--- config.mk ---
export PLATFORM = sky130hd
export DESIGN_NAME = sip_mul
export DESIGN_NICKNAME = d
export VERILOG_FILES = /design/src/hw/rtl/sip_pkg.sv /design/src/hw/rtl/sip_mul.sv
export SDC_FILE = /design/constraint.sdc
export NUM_CORES = 2
export LEC_CHECK = 0
export BUFFER_PORTS_ARGS = -buffer_cell sky130_fd_sc_hd__buf_4
export CAP_MARGIN = 20
export CORE_ASPECT_RATIO = 1.1
export CORE_MARGIN = 3
export CORE_UTILIZATION = 35
export CTS_CLUSTER_SIZE = 28
export DETAILED_ROUTE_END_ITERATION = 10
export PLACE_DENSITY_LB_ADDON = 0.15
export SLEW_MARGIN = 20
export SYNTH_ARGS = -nofsm -noshare
export SYNTH_HDL_FRONTEND = slang
export SYNTH_SLANG_ARGS = --single-unit
--- constraint.sdc ---
create_clock -name i_clk -period 12 [get_ports i_clk]
set_input_delay 3.6 -clock i_clk [delete_from_list [all_inputs] [get_ports i_clk]]
set_output_delay 3.6 -clock i_clk [all_outputs]
set_load 0.005 [all_outputs]
--- src/hw/rtl/sip_pkg.sv ---
package sip_pkg;

    localparam int COORD_W  = 18;              // coordinate width, 8 fraction bits
    localparam int DIFF_W   = COORD_W + 1;     // signed coordinate difference
    localparam int PROD_W   = 2 * DIFF_W;      // signed product of two differences
    localparam int MAG_W    = PROD_W - 1;      // magnitude of det, ns, nt
    localparam int LO_W     = DIFF_W;          // low slice of |ns| for split multiply
    localparam int HI_W     = MAG_W - LO_W;    // high slice of |ns|
    localparam int NUM_W    = COORD_W + MAG_W; // |d1| * |ns|
    localparam int DIV_STEPS = COORD_W;        // quotient bits, |q| < |d1|
    localparam int IN_W     = 8 * COORD_W;
    localparam int OUT_W    = 40;              // two coordinates padded to bytes

    // geometry stage -> multiplier stage
    typedef struct packed {
        logic                 hit;
        logic                 neg_x;
        logic                 neg_y;
        logic [COORD_W-1:0]   ax;
        logic [COORD_W-1:0]   ay;
        logic [COORD_W-1:0]   mag_x;
        logic [COORD_W-1:0]   mag_y;
        logic [MAG_W-1:0]     mag_ns;
        logic [MAG_W-1:0]     mag_det;
    } t_mag;

    // side data that rides along the divider
    typedef struct packed {
        logic                 hit;
        logic                 neg_x;
        logic                 neg_y;
        logic [COORD_W-1:0]   ax;
        logic [COORD_W-1:0]   ay;
    } t_side;

    // multiplier stage -> divider
    typedef struct packed {
        t_side                side;
        logic [NUM_W-1:0]     num_x;
        logic [NUM_W-1:0]     num_y;
        logic [MAG_W-1:0]     den;
    } t_divin;

    // divider -> output stage
    typedef struct packed {
        t_side                side;
        logic [COORD_W-1:0]   q_x;
        logic [COORD_W-1:0]   q_y;
    } t_divout;

endpackage

--- src/hw/rtl/sip_mul.sv ---
module sip_mul (
    input  logic              i_clk,
    input  logic              i_rst_n,
    input  logic              i_en,
    input  logic              i_valid,
    input  sip_pkg::t_mag     i_mag,
    output logic              o_valid,
    output sip_pkg::t_divin   o_div
);
    import sip_pkg::*;

    // stage 5: split partial products, stage 6: combine
    logic                        r_v5, r_v6;
    logic [COORD_W+LO_W-1:0]     r_lo_x, r_lo_y;
    logic [COORD_W+HI_W-1:0]     r_hi_x, r_hi_y;
    t_side                       r_side5;
    logic [MAG_W-1:0]            r_den5;
    t_divin                      r_div;

    always_ff @(posedge i_clk) begin
        if (!i_rst_n) begin
            r_v5 <= 1'b0;
            r_v6 <= 1'b0;
        end else if (i_en) begin
            r_v5 <= i_valid;
            r_v6 <= r_v5;
        end
    end

    always_ff @(posedge i_clk) begin
        if (i_en) begin
            r_lo_x  <= i_mag.mag_x * i_mag.mag_ns[LO_W-1:0];
            r_lo_y  <= i_mag.mag_y * i_mag.mag_ns[LO_W-1:0];
            r_hi_x  <= i_mag.mag_x * i_mag.mag_ns[MAG_W-1:LO_W];
            r_hi_y  <= i_mag.mag_y * i_mag.mag_ns[MAG_W-1:LO_W];
            r_side5 <= '{hit: i_mag.hit, neg_x: i_mag.neg_x, neg_y: i_mag.neg_y,
                         ax: i_mag.ax, ay: i_mag.ay};
            r_den5  <= i_mag.mag_det;

            r_div.side  <= r_side5;
            r_div.den   <= r_den5;
            r_div.num_x <= NUM_W'(r_lo_x) + (NUM_W'(r_hi_x) << LO_W);
            r_div.num_y <= NUM_W'(r_lo_y) + (NUM_W'(r_hi_y) << LO_W);
        end
    end

    assign o_valid = r_v6;
    assign o_div   = r_div;

endmodule

==> key figures <==
Timing
  • RSZ-0062 raised after global routing: no
  • Final Hold Fails: 0
  • Slew of the pin with the lowest slew margin: 1.03 ns
  • Final Max Slew Viols: 0
  • TNS Setup: 0 ns
  • Tcrit/Tclk final: 0.793
  • Final setup violation count: 0
  • Slew HR: 0.315
  • Period minus WS final: 9.51 ns
  • Layout Skew: 0.0502 ns
  • Max Fclk: 0.105 GHz

Die
  • Die area: 172000 um^2
  • Row count: around 160
  • Die Ht: 435 um
  • Initial Util: 0.354
  • Die W: 396 um
  • Core Area: 165000 um^2
  • # IOs: 340

GRT
  • Gr ovfl total: 0
  • Global Route Usage Sum: 0.189
  • Wire length of the first global-routing pass: 253 mm
  • Initial antenna violation count: 12
  • Vias in the first global route: 43071
  • Largest net degree at the start of global routing: 159

Synthesis
  • Number of flops mapped to enable cells by yosys: about 410
  • Mux cell area share after synthesis: 0.000514
  • Ys async rst share: 0
  • YS warnings: 0
  • Largest family of logic cells by synthesized area: adder cells
  • Synth Area per Inst: 9.90 um^2
  • Post-Synth XOR/XNOR Area: 0.0274
  • Post-synthesis sequential area ratio: 0.210
  • Syn Inst Count: 5903
  • Unique masters post-synth: 72
  • Simple-Gate Fraction of Synth Area: 0.142
  • Register bit total from synthesis: a little over 400
  • Synth Area in Compound Gates: 0.0531
  • Post-synth top flop: edfxtp_1
  • Synth Cell Area: 58400 um^2
  • Synth Area in Adders: 0.465
  • Synth Net Count: around 7600

Routing
  • Drt total wl: 159 mm
  • ANT nets after route: 0
  • TritonRoute pass-1 iters: 6
  • Via Count: a little under 40000
  • Remaining routing DRC violations: 0
  • DR WL/cell: just under 20 um
  • Vias per Instance: between 4 and 5
  • DRT iter0 DRCs: 2038

Finish
  • Final nets: 7682
  • Layout cells sized above 1: 0.0734
  • Commonest non-fill, non-tap cells in the layout: inv_1 (1271), fa_1 (1058), nand2_1 (868)
  • Area delta synth->final: 10.2%
  • Most common cell after layout, fill and taps aside: inv_1

Worst hold path
  • Worst hold start: r_side5[8]
  • WHS Path Cells: 0
  • Hold Crit Class: reg2reg
  • Hold EP: o_div[155]

Worst setup path
  • Worst EP required: 12.42 ns
  • Crit Reg-Reg Endpoint: o_div[86]
  • R2r setup slk: 8.69 ns
  • CP max stage delay: ~0.7 ns
  • Worst Path Max Fanout: 37
  • Crit-path cells: buf_4 > nand2_1 > fa_1 > inv_1 > fa_1 > inv_1 > fa_1 > inv_1 > fa_1 > fa_1 > inv_1 > fa_1 > inv_1 > ha_1 > nand2_1 > or4_1 > a211oi_1 > o21ai_1 > o31ai_2 > o31ai_1 > xnor2_1
  • Critical path arrival: ~9.9 ns
  • Crit path kind: in2reg
  • Startpoint Class: primary input
  • Reg2reg path depth: 11
  • WP buf/inv: 6
  • Critical Path Most Common Cell: fa_1
  • CP Capture Type: register
  • Slowest-stage cell, CP: fa_1
  • Reg2reg start: r_lo_y[19]
  • Family with the most delay on the worst path: adder cells

Clock network
  • Max Buffers Root-to-Sink: 3
  • H-tree levels: 2
  • Post-CTS setup buffer count: 0
  • Clock sinks: 410
  • CTS root buf: clkbuf_16
  • Clock Latency Late Sink: just under 0.7 ns
  • CTS tree: yes
  • Clk pin slew, worst setup/hold paths: roughly 0.060 ns
  • Hold-fix buffers, CTS: 0
  • Post-CTS sizing: 0
  • TritonCTS Buffers: 51

Place
  • DP Wirelength: 115 mm
  • GPL Wtd Cong: 0.817
  • Buffers added on ports: 339

Flow run
  • Max Cap Violations: 0

Run status
  • Run status: completed
-- how the worst max path moves through the flow --
stage | start | endpoint | slack [ns] | depth (start not counted)
finish | i_mag[101] | r_lo_x[33] | 2.49 | 21
floorplan | i_mag[95] | r_lo_x[32] | 2.43 | 21
detailed placement | i_mag[101] | r_lo_x[33] | 1.84 | 21
global route | i_mag[51] | r_lo_x[33] | 2.22 | 19
CTS | i_mag[101] | r_lo_x[33] | 2.54 | 21
global placement | i_mag[101] | r_lo_x[33] | 1.97 | 19
-- state kept, by name, indices dropped and copies added (netlist names) --
| name | cells |
|---|---|
| o_div | 186 |
| o_valid | 1 |
| r_den5 | 37 |
| r_hi_x | 36 |
| r_hi_y | 36 |
| r_lo_x | 37 |
| r_lo_y | 37 |
| r_side5 | 39 |
| r_v5 | 1 |
-- cell families after synthesis --
kind of cell               after synthesis
AOI/OAI and AO/OA                      477
xor gates and xnor gates               183
adders and majority gates             1536
buffers and inverters                 1580
DFF                                    410
muxes                                    3
and+or+nand+nor                       1714
-- metrics by stage --
step / hold WS (ns) / utilization / instance area (um^2) / cells / worst slack (ns)
after floorplan: 0.400 / - / 58400 / 5903 / 2.43
after global placement: 0.400 / 0.379 / 62700 / 8152 / 1.97
after detailed placement: 0.405 / 0.379 / 62700 / 8152 / 1.84
after CTS: 0.414 / 0.390 / 64300 / 8248 / 2.54
after global routing: 0.420 / 0.390 / 64400 / 8249 / 2.22
final: 0.414 / 0.390 / 64400 / 8259 / 2.49
-- layout make-up --
class	count	area (um^2)
well taps	2212	2770
clock buffers	60	1310
flip-flops and latches	410	12300
multi-input cells	3913	40200
diodes	11	27.5
inverters	1271	4770
repair buffers	346	2620
clock inverters	36	375
fillers	16607	101000
-- synth_stat cells (all sizes together), types with 28 or more instances --
cell	number	area, um^2
a21o	72	541
xor2	59	517
clkbuf	308	1160
ha	478	5980
nand2	868	3260
nor2	78	293
inv	1271	4770
edfxtp	408	12300
a21oi	159	796
and2	579	3620
and3	28	185
o21ai	95	479
fa	1058	21200
xnor2	124	1090
nand3	45	225
-- per-layer routing --
metal,global-route usage,wire length (um),up-vias
met2,0.309,73100,992
li1,-,-,18136
met4,0.0352,2850,8
met5,0,65,-
met3,0.0379,10300,151
met1,0.264,72600,20340
Power is left out: the tool's default activity adds up to more than one toggle a clock period on the data nets, which glitch-free logic cannot reach.
